<file path="src/rtl/kvdp_pkg.sv">
// ----------------------------------------------------------------------------
// kvdp_pkg
// Shared types and constants of the key/value decimal parser: character
// codes, status codes, configuration register indexes and the job record
// that travels from the line parser to the value builder.
// ----------------------------------------------------------------------------
package kvdp_pkg;

    localparam int KEY_MAX_CHARS        = 8;
    localparam int FRACTION_DIGITS_KEPT = 9;

    localparam int INT_W   = 31;
    localparam int FRAC_W  = 30;
    localparam int COUNT_W = 4;
    localparam int VALUE_W = 48;
    localparam int SUM_W   = 56;

    localparam logic [7:0] CHAR_NUL   = 8'h00;
    localparam logic [7:0] CHAR_SPACE = 8'h20;
    localparam logic [7:0] CHAR_LF    = 8'h0A;
    localparam logic [7:0] CHAR_EQ    = 8'h3D;
    localparam logic [7:0] CHAR_MINUS = 8'h2D;
    localparam logic [7:0] CHAR_DOT   = 8'h2E;
    localparam logic [7:0] CHAR_ZERO  = 8'h30;
    localparam logic [7:0] CHAR_NINE  = 8'h39;

    localparam logic [1:0] ST_OK    = 2'd0;
    localparam logic [1:0] ST_NAME  = 2'd1;
    localparam logic [1:0] ST_VALUE = 2'd2;

    localparam int         CFG_IDX_W      = 1;
    localparam logic [0:0] CFG_KEY_CHARS  = 1'b0;
    localparam logic [0:0] CFG_KEY_LENGTH = 1'b1;

    localparam logic [INT_W-1:0]   INT_MAX = 31'h7FFF_FFFF;
    localparam logic [SUM_W-1:0]   MAG_MAX = 56'h0000_7FFF_FFFF_FFFF;

    typedef struct packed {
        logic [1:0]         status;
        logic               neg;
        logic [INT_W-1:0]   int_part;
        logic [FRAC_W-1:0]  frac_part;
        logic [COUNT_W-1:0] frac_count;
    } job_t;

    function automatic logic [FRAC_W-1:0] pow10(input logic [COUNT_W-1:0] n);
        logic [FRAC_W-1:0] p;
        begin
            case (n)
                4'd0:    p = 30'd1;
                4'd1:    p = 30'd10;
                4'd2:    p = 30'd100;
                4'd3:    p = 30'd1000;
                4'd4:    p = 30'd10000;
                4'd5:    p = 30'd100000;
                4'd6:    p = 30'd1000000;
                4'd7:    p = 30'd10000000;
                4'd8:    p = 30'd100000000;
                4'd9:    p = 30'd1000000000;
                default: p = 30'd1;
            endcase
            return p;
        end
    endfunction

endpackage

</file>
<file path="src/rtl/kvdp_if.sv">
// ----------------------------------------------------------------------------
// kvdp channel interfaces
// Valid/ready channels of the parser: input characters, results and
// configuration writes.
// ----------------------------------------------------------------------------
interface kvdp_char_if;
    logic       valid;
    logic       ready;
    logic [7:0] char_byte;

    modport source (output valid, output char_byte, input ready);
    modport sink   (input valid, input char_byte, output ready);
endinterface

interface kvdp_result_if;
    logic                                valid;
    logic                                ready;
    logic [1:0]                          status;
    logic signed [kvdp_pkg::VALUE_W-1:0] parsed_value;

    modport source (output valid, output status, output parsed_value, input ready);
    modport sink   (input valid, input status, input parsed_value, output ready);
endinterface

interface kvdp_cfg_if;
    logic                             valid;
    logic                             ready;
    logic [kvdp_pkg::CFG_IDX_W-1:0]   index;
    logic [63:0]                      data;

    modport source (output valid, output index, output data, input ready);
    modport sink   (input valid, input index, input data, output ready);
endinterface

</file>
<file path="src/rtl/key_value_decimal_parser.sv">
// ----------------------------------------------------------------------------
// key_value_decimal_parser
// Checks "key=value" text lines and turns the decimal value into signed
// fixed point with FRACTION_BITS fraction bits.
//
// Usage:
//   cfg        : write index 0 (key characters, first in the low byte) and
//                index 1 (key length) while no line is in flight.
//   char_in    : one byte per transfer; a zero byte ends the line.
//   result_out : one transfer per line, a status and parsed_value.
// Throughput: the parser takes one byte per cycle while its 4-entry job
//   queue has room. A line with an error status passes from the queue
//   straight into the output register; a well-formed line holds the value
//   builder through its divide, sum and emit states, with the fraction
//   divider yielding one quotient bit per cycle. Each job is registered
//   in the queue before the value builder takes it.
// Reset clears the key registers, the parser state and the queue.
// When result_out stalls, results wait in the output register, then the
//   queue fills and char_in.ready drops until room frees up.
// ----------------------------------------------------------------------------
module key_value_decimal_parser #(
    parameter int FRACTION_BITS = 16
) (
    input  logic                clk,
    input  logic                rst_n,
    kvdp_char_if.sink           char_in,
    kvdp_cfg_if.sink            cfg,
    kvdp_result_if.source       result_out
);

    logic                 front_valid, front_ready;
    kvdp_pkg::job_t       front_job;
    logic                 back_valid, back_ready;
    kvdp_pkg::job_t       back_job;

    kvdp_front u_front (
        .clk       (clk),
        .rst_n     (rst_n),
        .char_in   (char_in),
        .cfg       (cfg),
        .job_valid (front_valid),
        .job_ready (front_ready),
        .job       (front_job)
    );

    kvdp_queue u_queue (
        .clk        (clk),
        .rst_n      (rst_n),
        .push_valid (front_valid),
        .push_ready (front_ready),
        .push_job   (front_job),
        .pop_valid  (back_valid),
        .pop_ready  (back_ready),
        .pop_job    (back_job)
    );

    kvdp_back #(
        .FRACTION_BITS (FRACTION_BITS)
    ) u_back (
        .clk        (clk),
        .rst_n      (rst_n),
        .job_valid  (back_valid),
        .job_ready  (back_ready),
        .job        (back_job),
        .result_out (result_out)
    );

endmodule

</file>
<file path="src/rtl/kvdp_front.sv">
// ----------------------------------------------------------------------------
// kvdp_front
// Line parser: holds the key registers, matches the key and '=', collects
// sign, integer and fraction digits, and posts one job per line.
// ----------------------------------------------------------------------------
module kvdp_front (
    input  logic                clk,
    input  logic                rst_n,
    kvdp_char_if.sink           char_in,
    kvdp_cfg_if.sink            cfg,
    output logic                job_valid,
    input  logic                job_ready,
    output kvdp_pkg::job_t      job
);

    localparam logic [2:0] PH_KEY   = 3'd0;
    localparam logic [2:0] PH_SIGN  = 3'd1;
    localparam logic [2:0] PH_FIRST = 3'd2;
    localparam logic [2:0] PH_INT   = 3'd3;
    localparam logic [2:0] PH_FRAC  = 3'd4;
    localparam logic [2:0] PH_DRAIN = 3'd5;

    logic [63:0]                     key_chars_reg;
    logic [3:0]                      key_length_reg;
    logic [2:0]                      phase_reg, phase_next;
    logic [3:0]                      key_index_reg, key_index_next;
    logic                            neg_reg, neg_next;
    logic [kvdp_pkg::INT_W-1:0]      int_reg, int_next;
    logic [kvdp_pkg::FRAC_W-1:0]     frac_reg, frac_next;
    logic [kvdp_pkg::COUNT_W-1:0]    count_reg, count_next;

    logic                            fire;
    logic [7:0]                      c;
    logic [3:0]                      len;
    logic [7:0]                      key_byte;
    logic                            is_digit;
    logic                            is_end;
    logic [3:0]                      dval;
    logic [kvdp_pkg::INT_W+3:0]      int_x10;
    logic [kvdp_pkg::FRAC_W+3:0]     frac_x10;
    logic                            decide;
    logic [1:0]                      status;
    logic                            clear_line;

    assign cfg.ready     = 1'b1;
    assign char_in.ready = job_ready;
    assign fire          = char_in.valid & job_ready;
    assign c             = char_in.char_byte;

    assign len      = (key_length_reg > 4'(kvdp_pkg::KEY_MAX_CHARS))
                    ? 4'(kvdp_pkg::KEY_MAX_CHARS) : key_length_reg;
    assign key_byte = key_chars_reg[key_index_reg[2:0]*8 +: 8];
    assign is_digit = (c >= kvdp_pkg::CHAR_ZERO) && (c <= kvdp_pkg::CHAR_NINE);
    assign is_end   = (c == kvdp_pkg::CHAR_NUL) || (c == kvdp_pkg::CHAR_SPACE)
                   || (c == kvdp_pkg::CHAR_LF);
    assign dval     = c[3:0];

    assign int_x10  = ({4'b0, int_reg} << 3) + ({4'b0, int_reg} << 1)
                    + (kvdp_pkg::INT_W+4)'(dval);
    assign frac_x10 = ({4'b0, frac_reg} << 3) + ({4'b0, frac_reg} << 1)
                    + (kvdp_pkg::FRAC_W+4)'(dval);

    always_comb
    begin
        phase_next     = phase_reg;
        key_index_next = key_index_reg;
        neg_next       = neg_reg;
        int_next       = int_reg;
        frac_next      = frac_reg;
        count_next     = count_reg;
        decide         = 1'b0;
        status         = kvdp_pkg::ST_OK;
        clear_line     = 1'b0;

        if (fire)
        begin
            case (phase_reg)
                PH_KEY:
                begin
                    if (key_index_reg < len)
                    begin
                        if ((c == kvdp_pkg::CHAR_NUL) || (c != key_byte))
                        begin
                            decide = 1'b1;
                            status = kvdp_pkg::ST_NAME;
                        end
                        else
                        begin
                            key_index_next = key_index_reg + 4'd1;
                        end
                    end
                    else if (c != kvdp_pkg::CHAR_EQ)
                    begin
                        decide = 1'b1;
                        status = kvdp_pkg::ST_NAME;
                    end
                    else
                    begin
                        phase_next = PH_SIGN;
                    end
                end
                PH_SIGN, PH_FIRST:
                begin
                    if ((phase_reg == PH_SIGN) && (c == kvdp_pkg::CHAR_MINUS))
                    begin
                        neg_next   = 1'b1;
                        phase_next = PH_FIRST;
                    end
                    else if (!is_digit)
                    begin
                        decide = 1'b1;
                        status = kvdp_pkg::ST_VALUE;
                    end
                    else
                    begin
                        int_next   = kvdp_pkg::INT_W'(dval);
                        phase_next = PH_INT;
                    end
                end
                PH_INT:
                begin
                    if (c == kvdp_pkg::CHAR_DOT)
                    begin
                        phase_next = PH_FRAC;
                    end
                    else if (is_end)
                    begin
                        decide = 1'b1;
                        status = kvdp_pkg::ST_OK;
                    end
                    else if (!is_digit)
                    begin
                        decide = 1'b1;
                        status = kvdp_pkg::ST_VALUE;
                    end
                    else if (int_x10 > (kvdp_pkg::INT_W+4)'(kvdp_pkg::INT_MAX))
                    begin
                        int_next = kvdp_pkg::INT_MAX;
                    end
                    else
                    begin
                        int_next = int_x10[kvdp_pkg::INT_W-1:0];
                    end
                end
                PH_FRAC:
                begin
                    if (is_end)
                    begin
                        decide = 1'b1;
                        status = kvdp_pkg::ST_OK;
                    end
                    else if (!is_digit)
                    begin
                        decide = 1'b1;
                        status = kvdp_pkg::ST_VALUE;
                    end
                    else if (count_reg < kvdp_pkg::COUNT_W'(kvdp_pkg::FRACTION_DIGITS_KEPT))
                    begin
                        frac_next  = frac_x10[kvdp_pkg::FRAC_W-1:0];
                        count_next = count_reg + 4'd1;
                    end
                end
                default:
                begin
                    clear_line = (c == kvdp_pkg::CHAR_NUL);
                end
            endcase

            if (decide)
            begin
                if (c == kvdp_pkg::CHAR_NUL)
                    clear_line = 1'b1;
                else
                    phase_next = PH_DRAIN;
            end

            if (clear_line)
            begin
                phase_next     = PH_KEY;
                key_index_next = 4'd0;
                neg_next       = 1'b0;
                int_next       = '0;
                frac_next      = '0;
                count_next     = '0;
            end
        end
    end

    assign job_valid      = decide;
    assign job.status     = status;
    assign job.neg        = neg_reg;
    assign job.int_part   = int_reg;
    assign job.frac_part  = frac_reg;
    assign job.frac_count = count_reg;

    always_ff @(posedge clk or negedge rst_n)
    begin
        if (!rst_n)
        begin
            key_chars_reg  <= '0;
            key_length_reg <= '0;
            phase_reg      <= PH_KEY;
            key_index_reg  <= '0;
            neg_reg        <= 1'b0;
            int_reg        <= '0;
            frac_reg       <= '0;
            count_reg      <= '0;
        end
        else
        begin
            if (cfg.valid)
            begin
                case (cfg.index)
                    kvdp_pkg::CFG_KEY_CHARS:  key_chars_reg  <= cfg.data;
                    kvdp_pkg::CFG_KEY_LENGTH: key_length_reg <= cfg.data[3:0];
                    default:                  key_chars_reg  <= key_chars_reg;
                endcase
            end
            phase_reg     <= phase_next;
            key_index_reg <= key_index_next;
            neg_reg       <= neg_next;
            int_reg       <= int_next;
            frac_reg      <= frac_next;
            count_reg     <= count_next;
        end
    end

endmodule

</file>
<file path="src/rtl/kvdp_queue.sv">
// ----------------------------------------------------------------------------
// kvdp_queue
// Small job queue between the line parser and the value builder.
// ----------------------------------------------------------------------------
module kvdp_queue (
    input  logic                clk,
    input  logic                rst_n,
    input  logic                push_valid,
    output logic                push_ready,
    input  kvdp_pkg::job_t      push_job,
    output logic                pop_valid,
    input  logic                pop_ready,
    output kvdp_pkg::job_t      pop_job
);

    localparam int DEPTH = 4;
    localparam int PTR_W = $clog2(DEPTH);

    kvdp_pkg::job_t        slot_reg [DEPTH];
    logic [PTR_W-1:0]      wr_ptr_reg, rd_ptr_reg;
    logic [PTR_W:0]        fill_reg, fill_next;
    logic                  do_push, do_pop;

    assign push_ready = (fill_reg != (PTR_W+1)'(DEPTH));
    assign pop_valid  = (fill_reg != '0);
    assign pop_job    = slot_reg[rd_ptr_reg];
    assign do_push    = push_valid & push_ready;
    assign do_pop     = pop_valid & pop_ready;

    always_comb
    begin
        fill_next = fill_reg;
        if (do_push && !do_pop)
            fill_next = fill_reg + 1'b1;
        else if (!do_push && do_pop)
            fill_next = fill_reg - 1'b1;
    end

    always_ff @(posedge clk)
    begin
        if (do_push)
            slot_reg[wr_ptr_reg] <= push_job;
    end

    always_ff @(posedge clk or negedge rst_n)
    begin
        if (!rst_n)
        begin
            wr_ptr_reg <= '0;
            rd_ptr_reg <= '0;
            fill_reg   <= '0;
        end
        else
        begin
            if (do_push)
                wr_ptr_reg <= wr_ptr_reg + 1'b1;
            if (do_pop)
                rd_ptr_reg <= rd_ptr_reg + 1'b1;
            fill_reg <= fill_next;
        end
    end

endmodule

</file>
<file path="src/rtl/kvdp_back.sv">
// ----------------------------------------------------------------------------
// kvdp_back
// Value builder: divides the fraction digits by the power of ten one
// quotient bit per cycle, adds the integer part, saturates, applies the
// sign and holds the result in the output register.
// ----------------------------------------------------------------------------
module kvdp_back #(
    parameter int FRACTION_BITS = 16
) (
    input  logic                clk,
    input  logic                rst_n,
    input  logic                job_valid,
    output logic                job_ready,
    input  kvdp_pkg::job_t      job,
    kvdp_result_if.source       result_out
);

    localparam int STEP_W = $clog2(FRACTION_BITS);

    localparam logic [1:0] BK_IDLE = 2'd0;
    localparam logic [1:0] BK_DIV  = 2'd1;
    localparam logic [1:0] BK_SUM  = 2'd2;
    localparam logic [1:0] BK_EMIT = 2'd3;

    logic [1:0]                       state_reg, state_next;
    logic [STEP_W-1:0]                step_reg, step_next;
    logic [kvdp_pkg::FRAC_W-1:0]      rem_reg, rem_next;
    logic [kvdp_pkg::FRAC_W-1:0]      div_reg, div_next;
    logic [FRACTION_BITS-1:0]         quo_reg, quo_next;
    logic                             neg_reg, neg_next;
    logic [kvdp_pkg::INT_W-1:0]       int_reg, int_next;
    logic [kvdp_pkg::VALUE_W-2:0]     mag_reg, mag_next;
    logic                             out_valid_reg, out_valid_next;
    logic [1:0]                       out_status_reg, out_status_next;
    logic [kvdp_pkg::VALUE_W-1:0]     out_value_reg, out_value_next;

    logic                             out_free;
    logic [kvdp_pkg::FRAC_W:0]        rem2;
    logic                             fits;
    logic [kvdp_pkg::SUM_W-1:0]       sum;

    assign out_free  = !out_valid_reg || result_out.ready;
    assign job_ready = (state_reg == BK_IDLE) && out_free;

    assign rem2 = {rem_reg, 1'b0};
    assign fits = rem2 >= {1'b0, div_reg};
    assign sum  = (kvdp_pkg::SUM_W'(int_reg) << FRACTION_BITS)
                + kvdp_pkg::SUM_W'(quo_reg);

    always_comb
    begin
        state_next      = state_reg;
        step_next       = step_reg;
        rem_next        = rem_reg;
        div_next        = div_reg;
        quo_next        = quo_reg;
        neg_next        = neg_reg;
        int_next        = int_reg;
        mag_next        = mag_reg;
        out_valid_next  = out_valid_reg && !result_out.ready;
        out_status_next = out_status_reg;
        out_value_next  = out_value_reg;

        case (state_reg)
            BK_IDLE:
            begin
                if (job_valid && out_free)
                begin
                    if (job.status == kvdp_pkg::ST_OK)
                    begin
                        rem_next   = job.frac_part;
                        div_next   = kvdp_pkg::pow10(job.frac_count);
                        quo_next   = '0;
                        neg_next   = job.neg;
                        int_next   = job.int_part;
                        step_next  = '0;
                        state_next = BK_DIV;
                    end
                    else
                    begin
                        out_valid_next  = 1'b1;
                        out_status_next = job.status;
                        out_value_next  = '0;
                    end
                end
            end
            BK_DIV:
            begin
                if (fits)
                    rem_next = rem2[kvdp_pkg::FRAC_W-1:0] - div_reg;
                else
                    rem_next = rem2[kvdp_pkg::FRAC_W-1:0];
                quo_next  = {quo_reg[FRACTION_BITS-2:0], fits};
                step_next = step_reg + 1'b1;
                if (step_reg == STEP_W'(FRACTION_BITS - 1))
                    state_next = BK_SUM;
            end
            BK_SUM:
            begin
                if (sum > kvdp_pkg::MAG_MAX)
                    mag_next = kvdp_pkg::MAG_MAX[kvdp_pkg::VALUE_W-2:0];
                else
                    mag_next = sum[kvdp_pkg::VALUE_W-2:0];
                state_next = BK_EMIT;
            end
            default:
            begin
                if (out_free)
                begin
                    out_valid_next  = 1'b1;
                    out_status_next = kvdp_pkg::ST_OK;
                    if (neg_reg)
                        out_value_next = '0 - {1'b0, mag_reg};
                    else
                        out_value_next = {1'b0, mag_reg};
                    state_next = BK_IDLE;
                end
            end
        endcase
    end

    assign result_out.valid        = out_valid_reg;
    assign result_out.status       = out_status_reg;
    assign result_out.parsed_value = out_value_reg;

    always_ff @(posedge clk)
    begin
        step_reg       <= step_next;
        rem_reg        <= rem_next;
        div_reg        <= div_next;
        quo_reg        <= quo_next;
        neg_reg        <= neg_next;
        int_reg        <= int_next;
        mag_reg        <= mag_next;
        out_status_reg <= out_status_next;
        out_value_reg  <= out_value_next;
    end

    always_ff @(posedge clk or negedge rst_n)
    begin
        if (!rst_n)
        begin
            state_reg     <= BK_IDLE;
            out_valid_reg <= 1'b0;
        end
        else
        begin
            state_reg     <= state_next;
            out_valid_reg <= out_valid_next;
        end
    end

endmodule

</file>
<file path="src/flat_wrapper.sv">
// flat-port wrapper written by rule: the top's interface ports become plain ports
module key_value_decimal_parser_flat 
#(
    parameter int FRACTION_BITS = 16
)
  (clk, rst_n, char_in_valid, char_in_char_byte, char_in_ready, cfg_valid, cfg_index, cfg_data, cfg_ready, result_out_valid, result_out_status, result_out_parsed_value, result_out_ready);
  kvdp_char_if char_in_i ();
  kvdp_cfg_if cfg_i ();
  kvdp_result_if result_out_i ();
  input  logic clk;
  input  logic rst_n;
  input wire logic [$bits(char_in_i.valid)-1:0] char_in_valid;
  input wire logic [$bits(char_in_i.char_byte)-1:0] char_in_char_byte;
  output wire logic [$bits(char_in_i.ready)-1:0] char_in_ready;
  input wire logic [$bits(cfg_i.valid)-1:0] cfg_valid;
  input wire logic [$bits(cfg_i.index)-1:0] cfg_index;
  input wire logic [$bits(cfg_i.data)-1:0] cfg_data;
  output wire logic [$bits(cfg_i.ready)-1:0] cfg_ready;
  output wire logic [$bits(result_out_i.valid)-1:0] result_out_valid;
  output wire logic [$bits(result_out_i.status)-1:0] result_out_status;
  output wire logic [$bits(result_out_i.parsed_value)-1:0] result_out_parsed_value;
  input wire logic [$bits(result_out_i.ready)-1:0] result_out_ready;
  assign char_in_i.valid = char_in_valid;
  assign char_in_i.char_byte = char_in_char_byte;
  assign char_in_ready = char_in_i.ready;
  assign cfg_i.valid = cfg_valid;
  assign cfg_i.index = cfg_index;
  assign cfg_i.data = cfg_data;
  assign cfg_ready = cfg_i.ready;
  assign result_out_valid = result_out_i.valid;
  assign result_out_status = result_out_i.status;
  assign result_out_parsed_value = result_out_i.parsed_value;
  assign result_out_i.ready = result_out_ready;
  key_value_decimal_parser #(.FRACTION_BITS(FRACTION_BITS)) u_core (.clk(clk), .rst_n(rst_n), .char_in(char_in_i), .cfg(cfg_i), .result_out(result_out_i));
endmodule
</file>
<file path="config.mk">
export PLATFORM = sky130hd
export DESIGN_NAME = key_value_decimal_parser_flat
export DESIGN_NICKNAME = d
export VERILOG_FILES = /design/src/rtl/kvdp_pkg.sv /design/src/rtl/kvdp_if.sv /design/src/rtl/key_value_decimal_parser.sv /design/src/rtl/kvdp_front.sv /design/src/rtl/kvdp_queue.sv /design/src/rtl/kvdp_back.sv /design/src/flat_wrapper.sv
export SDC_FILE = /design/constraint.sdc
export NUM_CORES = 1
export LEC_CHECK = 0
export ABC_AREA = 1
export BUFFER_PORTS_ARGS = -buffer_cell sky130_fd_sc_hd__buf_2
export CAP_MARGIN = 20
export CORE_MARGIN = 2
export CORE_UTILIZATION = 45
export CTS_CLUSTER_SIZE = 40
export DETAILED_ROUTE_END_ITERATION = 6
export PLACE_DENSITY = 0.64
export SLEW_MARGIN = 20
export SYNTH_ARGS = -nofsm -noshare
export SYNTH_HDL_FRONTEND = slang
export SYNTH_HIERARCHICAL = 1
export SYNTH_SLANG_ARGS = --single-unit
</file>
<file path="constraint.sdc">
create_clock -name clk -period 4.9 [get_ports clk]
set_clock_uncertainty 0.2 [all_clocks]
set_input_delay 0.735 -clock clk [delete_from_list [all_inputs] [get_ports clk]]
set_output_delay 0.735 -clock clk [all_outputs]
set_load 0.02 [all_outputs]
</file>
# After elaboration in Yosys (flattened, before gate mapping)
# Memories as Yosys holds them, arrays and structs flattened. A register that Yosys moved wholly into a read port is not among the register bits.
# Index checks and enable logic that the tools add are counted.
# classes
eq_ne	25
n_addsub	14
n_mul	0
n_bitwise	5
mux	89
n_shift	1
div	0
n_lt_le_gt_ge	8
n_reduce_logical	45
# ops
cell	n
30-bit two-way mux	8
31-bit two-way mux	7
48-bit two-way mux	4
48-bit one-hot mux with 2 select lines	1
64-bit by 7-bit indexed part select with 8-bit output	1
31-bit one-hot mux with 2 select lines	1
30-bit one-hot mux with 2 select lines	1
47-bit by 16-bit adder with 48-bit output	1
48-bit by 47-bit > comparator with 1-bit output (second input constant)	1
4-bit two-way mux	12
1-bit by 47-bit subtractor with 48-bit output (first input constant)	1
34-bit by 32-bit adder with 35-bit output	1
35-bit by 4-bit adder with 35-bit output	1
35-bit by 31-bit > comparator with 1-bit output (second input constant)	1
16-bit two-way mux	2
16-bit one-hot mux with 2 select lines	1
31-bit by 30-bit greater-or-equal comparator with 1-bit output	1
30-bit adder	1
30-bit by 4-bit adder with 30-bit output	1
3-bit two-way mux	10
30-bit subtractor	1
8-bit by 6-bit equality test with 1-bit output (second input constant)	3
2-bit two-way mux	12
1-bit two-way mux	23
46 further kinds	91
# word_totals
output_inout_bits	53
rom_bits	480
ff_bits	330
latchBits	0
inputBits	78
ram_bits	272
memories	2
word_cells	210
# mem_list
name	depth	word_bits	rd	rd_clocked_by_memory_dff	wr	line_no	text
(name not given)	16	30	1	1	0	kvdp_pkg.sv:49	case (n)
u_core.u_queue.slot_reg	4	68	1	0	1	kvdp_queue.sv:19	kvdp_pkg::job_t slot_reg [DEPTH];

# Longest topological paths before layout
# logic_depth
ltp_word	13
ltp_mapped	23
ltp_nobuf	21

# Cells and area by module
# The synthesis kept the hierarchy.
# modules_own_cells
mod	seq_area_each_um2	cells_each	n_inst	area_per_inst_um2
kvdp_back	6140.9	1413	1	11677.4
kvdp_queue	8343.0	853	1	11348.4
kvdp_front	3528.4	1418	1	10660.2

# Least setup slack after synthesis
# No wires, ideal clock.
# synth_path
path_type	input to register
from	in char_in_char_byte[0]
to	mem u_core/u_queue/slot_reg[0][0] (netlist name), enable pin
path_stages	9
n_path_buf	0
setup_time_ns	0.495
required_ns	4.205
setup_slack_ns	-0.575
t_arrival_ns	4.780
path_cell_list	nor4_1 > nand3_1 > nand2_1 > nor2_1 > nand2_1 > o21bai_2 > a21oi_1 > nand2_1 > nor2_1
# synth_via
elab_chain_len	11
elab_cells_between_ends	27
cone_classes	order compare: 2; eq/ne: 6; mux: 12; bitwise: 1; reduce/logical: 6
# synth_lines
item	line_no	text
start, declared	flat_wrapper.sv:13	input wire logic [$bits(char_in_i.char_byte)-1:0] char_in_char_byte;
8-bit by 6-bit greater-or-equal comparator with 1-bit output (tied with other cells)	kvdp_front.sv:53	assign is_digit = (c >= kvdp_pkg::CHAR_ZERO) && (c <= kvdp_pkg::CHAR_NINE);
1-bit logical AND or 1-bit logical OR (tied branches)	kvdp_front.sv:53, kvdp_front.sv:54	
1-bit two-way mux or 1-bit logical OR (tied branches)	--	
1-bit two-way mux	kvdp_front.sv:126	else if (is_end)
1-bit two-way mux	kvdp_front.sv:122	if (c == kvdp_pkg::CHAR_DOT)
1-bit one-hot mux with 4 select lines *	kvdp_front.sv:77	case (phase_reg)
1-bit two-way mux * (2 in a row)	kvdp_front.sv:75	if (fire)
via u_core.front_valid	key_value_decimal_parser.sv:31	logic front_valid, front_ready;
1-bit AND *	kvdp_queue.sv:27	assign do_push = push_valid & push_ready;
1-bit two-way mux *	kvdp_queue.sv:41	if (do_push)
1-bit two-way mux (not written as such) *	kvdp_queue.sv:42	slot_reg[wr_ptr_reg] <= push_job;
end, declared	kvdp_queue.sv:19	
# Mark *: on every way through the listed nets, which the timed path passes. The rest lies on a longest branch. The select of a mux whose other input is x is not followed.

# Final worst setup path
# layout_path
from	reg u_core.u_front.key_index_reg[1]
to	reg u_core.u_queue.fill_reg[1]
# layout_via
elab_cells_between_ends	15
cone_classes	order compare: 1; eq/ne: 1; shift: 1; mux: 6; bitwise: 1; reduce/logical: 5
# layout_rtl
item	line_no	text
start, declared	kvdp_front.sv:26	logic [3:0] key_index_reg, key_index_next;
start signal, assigned	kvdp_front.sv:220	key_index_reg <= key_index_next;
64-bit by 7-bit indexed part select with 8-bit output	kvdp_front.sv:52	assign key_byte = key_chars_reg[key_index_reg[2:0]*8 +: 8];
8-bit inequality test	kvdp_front.sv:82	if ((c == kvdp_pkg::CHAR_NUL) || (c != key_byte))
1-bit logical OR	kvdp_front.sv:82	
1-bit two-way mux	kvdp_front.sv:82	
1-bit two-way mux *	kvdp_front.sv:80	if (key_index_reg < len)
1-bit one-hot mux with 4 select lines *	kvdp_front.sv:77	
1-bit two-way mux * (2 in a row)	kvdp_front.sv:75	
via u_core.front_valid	key_value_decimal_parser.sv:31	
1-bit AND *	kvdp_queue.sv:27	
via u_core.u_queue.do_push	kvdp_queue.sv:22	logic do_push, do_pop;
1-bit logical AND *	kvdp_queue.sv:33	if (do_push && !do_pop)
3-bit two-way mux *	kvdp_queue.sv:33	
via u_core.u_queue.fill_next[1]	kvdp_queue.sv:21	logic [PTR_W:0] fill_reg, fill_next;
end signal, assigned	kvdp_queue.sv:59	fill_reg <= fill_next;
end, declared	kvdp_queue.sv:21	
# Marked as above.
# A chain may end at the register's enable or synchronous reset.

==> flow_summary.toml <==
[setup_path]
crit_arrival_ns = 4.19
path_class = "flop to flop"
cp_slowest_stage_delay_ns = 0.75
cp_max_fo = 17
cp_slowest_cell = "dfrtp_1"
cp_cell_sequence = "inv_2 -> nor2_1 -> o21ai_0 -> nand3_1 -> nand2_1 -> nand2_1 -> nand2_1 -> nor2_1 -> nand2_1 -> o21bai_2 -> a21oi_1 -> nand2_1 -> inv_1 -> ha_1 -> inv_1 -> fa_1 -> nand2_1 -> o21ai_0"
required_ns = 5.20
crit_path_end_kind = "flop"
cp-start-kind = "flop"
cpMostUsedCell = "nand2_1"

[grt]
overflow = 0
grt_pass1_vias = 23509
grt_max_degree = 112
grt_pass1_wl_mm = 123
antenna_found_initial = 5
track_usage_pct = 19.6

[timing]
drv_slew = 0
rsz0062_at_grt = "false"
final-hold-violation-count = 0
final.setup.worst_slack_ns = 1.01
fin_hold_ws_ns = 0.0233
setup_viol = 0
layout_min_cycle_time_ns = 3.89
worst_pin_slew_ns = 0.920
relSlewSlack_pct = 38.2
period_share_pct = 79.4
clock.fmax_ghz = 0.257

[outcome]
status = "finished, violations left"
violations = "design-rule violations"

[power_and_ir_drop]
switchingPower_uw = 7520
p_leak_uw = 0.0170
power_density_nw_per_um2 = 542
swShare_pct = 37.1
p_seq_share_pct = 38.8
clockPowerShare_pct = 27.3
p_int_uw = 12800
p_comb_share_pct = 33.9
irDropWorstVdd_v = 0.000339

[final_layout]
stdcell_count = 4776
fin_area_um2 = 37400
regArea_um2 = 18000
fill_cells = 6896
areaGrowthSynthToFinish_pct = 11.1
drive_gt1_share_pct = 9.54
largest_register_ffs = 272
multi_input_area_um2 = 12900
final_util_pct = 50.3
nets = 4001

[logic_synthesis]
synth_edf_count = 474
ys_async_sr_fraction_pct = 24.2
synth_nets = 3935
yosysSeqAreaShare_pct = 53.5
synth_ff_type = "edfxtp_1"
synth_cell_types = 62
syn_area_um2 = 33700
synth_area_per_cell_um2 = 9.14
synth_seq_cells = 625
yosysWarnings = 6
syn_inst = 3684

[detailed_routing]
route.detailed.drc = 2
wl_per_cell_um = 15.7
vias = 24443
ant_nets = 0
totalWireLength_mm = 74.8
detail_route.first_pass.iterations = 7
first_iter_violations = 1685
vias_per_cell = 5.12

[die]
die_area_um2 = 77100
boundaryPins = 131
core_area_um2 = 74300
rows = 100
die_x_um = 278
die-height_um = 278
initial_utilization_pct = 45.3

[clock_network]
cts_num_sinks = 625
ctsResizeCount = 0
cts_buffers = 70
clk_pin_slew_worst_paths_ns = 0.06
clkLatencyLatePin_ns = 0.63
cts.htree.levels = 3
cts_tree = "yes"
clk_path_buf_depth = 3
cts_hold_buf = 0
root_buffer = "clkbuf_16"
postCtsSetupBuffers = 0

[hold_path]
min_path_type = "input port to asynchronous set/reset pin"

[placement]
dpl_cell_area_um2 = 34900
dpl_worst_slack_ns = 0.772
dpl.hpwl_mm = 51.7
numPortBuffers = 129
gp_congestion = 0.936
dp.cells = 4647

[job]
cap_violations = 0
[cell usage after synthesis, types with 12 or more instances]
library cell,number,area share (%)
buf_4,12,0.27
dfrtp_1,151,11
nand4_1,36,0.67
xnor2_1,33,0.86
nor2_2,12,0.22
a21oi_1,190,2.8
nand3_1,198,2.9
xor2_1,20,0.52
inv_1,494,5.5
o21ai_1,22,0.33
buf_6,38,1.3
clkbuf_1,83,0.92
nor3_1,35,0.52
o21ai_0,109,1.6
edfxtp_1,474,42
o211ai_1,140,3.1
mux2_2,19,0.64
ha_1,167,6.2
nor2_1,315,3.5
nand2_1,968,11
or2_2,17,0.32
buf_2,17,0.25
o21bai_1,12,0.27
[power by group through the flow]
stage	Clock (µW)	Combinational (µW)	Sequential [µW]
finish	5530	6880	7870
CTS	5670	6890	7880
global placement	0	6800	7960
detailed placement	0	6860	7980
global route	5870	7780	8000
floorplan	0	4960	8180
[layout make-up]
cell class	instances	area share, %
flip-flops and latches	625	48.1
multi-input cells	2396	34.5
inverters	505	5.09
clock buffers	85	4.97
well taps	969	3.24
repair buffers	152	2.37
clock inverters	42	1.67
diodes	2	0.0134
[final timing paths]
kind	from	end	slack (ns)	cells after the start
worst min-delay path	rst_n	u_core/u_front/int_reg[19]$_DFFE_PN0P_	0.02	1
worst min register to register	u_core/u_back/int_reg[9]$_DFFE_PP_	u_core/u_back/mag_reg[25]$_SDFFCE_PN1P_	0.21	0
min in group clk	cfg_data[38]	u_core/u_front/key_chars_reg[38]$_DFFE_PN0P_	0.14	2
max in group asynchronous	rst_n	u_core/u_front/key_chars_reg[33]$_DFFE_PN0P_	3.48	2
worst max register to register	u_core/u_front/key_index_reg[1]$_DFFE_PN0P_	u_core/u_queue/fill_reg[1]$_DFFE_PN0P_	1.01	18
worst max-delay path	u_core/u_front/key_index_reg[1]$_DFFE_PN0P_	u_core/u_queue/fill_reg[1]$_DFFE_PN0P_	1.01	18
[worst max-delay path, delay by kind of cell (launching register included)]
family,cells,cell delay [ns]
compound gates,4,0.59
fa+ha+maj,2,0.64
buf+inv,3,0.45
flops,1,0.75
simple gates,9,1.13
[stage by stage]
step	total power (µW)	TNS [ns]
final	20300	0
after detailed placement	14800	0
after global placement	14800	0
after CTS	20400	0
after global routing	21600	0
after floorplan	13100	-156.42
[layout by cell type, fill, tap and decap left out, types with 17 or more instances in the layout]
| master | n |
|---|---|
| o21ai_1 | 22 |
| nor2_1 | 309 |
| xor2_1 | 20 |
| o211ai_1 | 140 |
| buf_4 | 18 |
| inv_1 | 494 |
| nand4_1 | 36 |
| a21oi_1 | 190 |
| xnor2_1 | 33 |
| o21ai_0 | 109 |
| edfxtp_1 | 474 |
| dfrtp_1 | 150 |
| nand2_1 | 967 |
| or2_2 | 17 |
| nand3_1 | 198 |
| clkbuf_16 | 71 |
| ha_1 | 166 |
| nor3_1 | 34 |
| mux2_2 | 19 |
| buf_2 | 128 |
[cell families (layout without fill, tap and decap cells)]
family | Yosys count | in the layout | share of synthesized area [%]
flip-flops | 625 | 625 | 53.5
other | 1 | 3 | 0.0111
AO/OA/AOI/OAI | 516 | 516 | 9.19
buffers and inverters | 663 | 784 | 8.47
AND/OR/NAND/NOR | 1634 | 1634 | 20.3
XOR/XNOR | 53 | 53 | 1.38
adder cells (fa/ha/maj) | 173 | 173 | 6.56
multiplexers | 19 | 19 | 0.635
[layer usage]
metal  vias up  track usage [%]  wire, µm
met5         -                0        46
met4         8             5.77      1840
met3       140             2.99      3710
met2       549             31.0     33200
met1     11372             28.1     36000
li1      12374                -         -
Power figures use the tool's default switching activity.
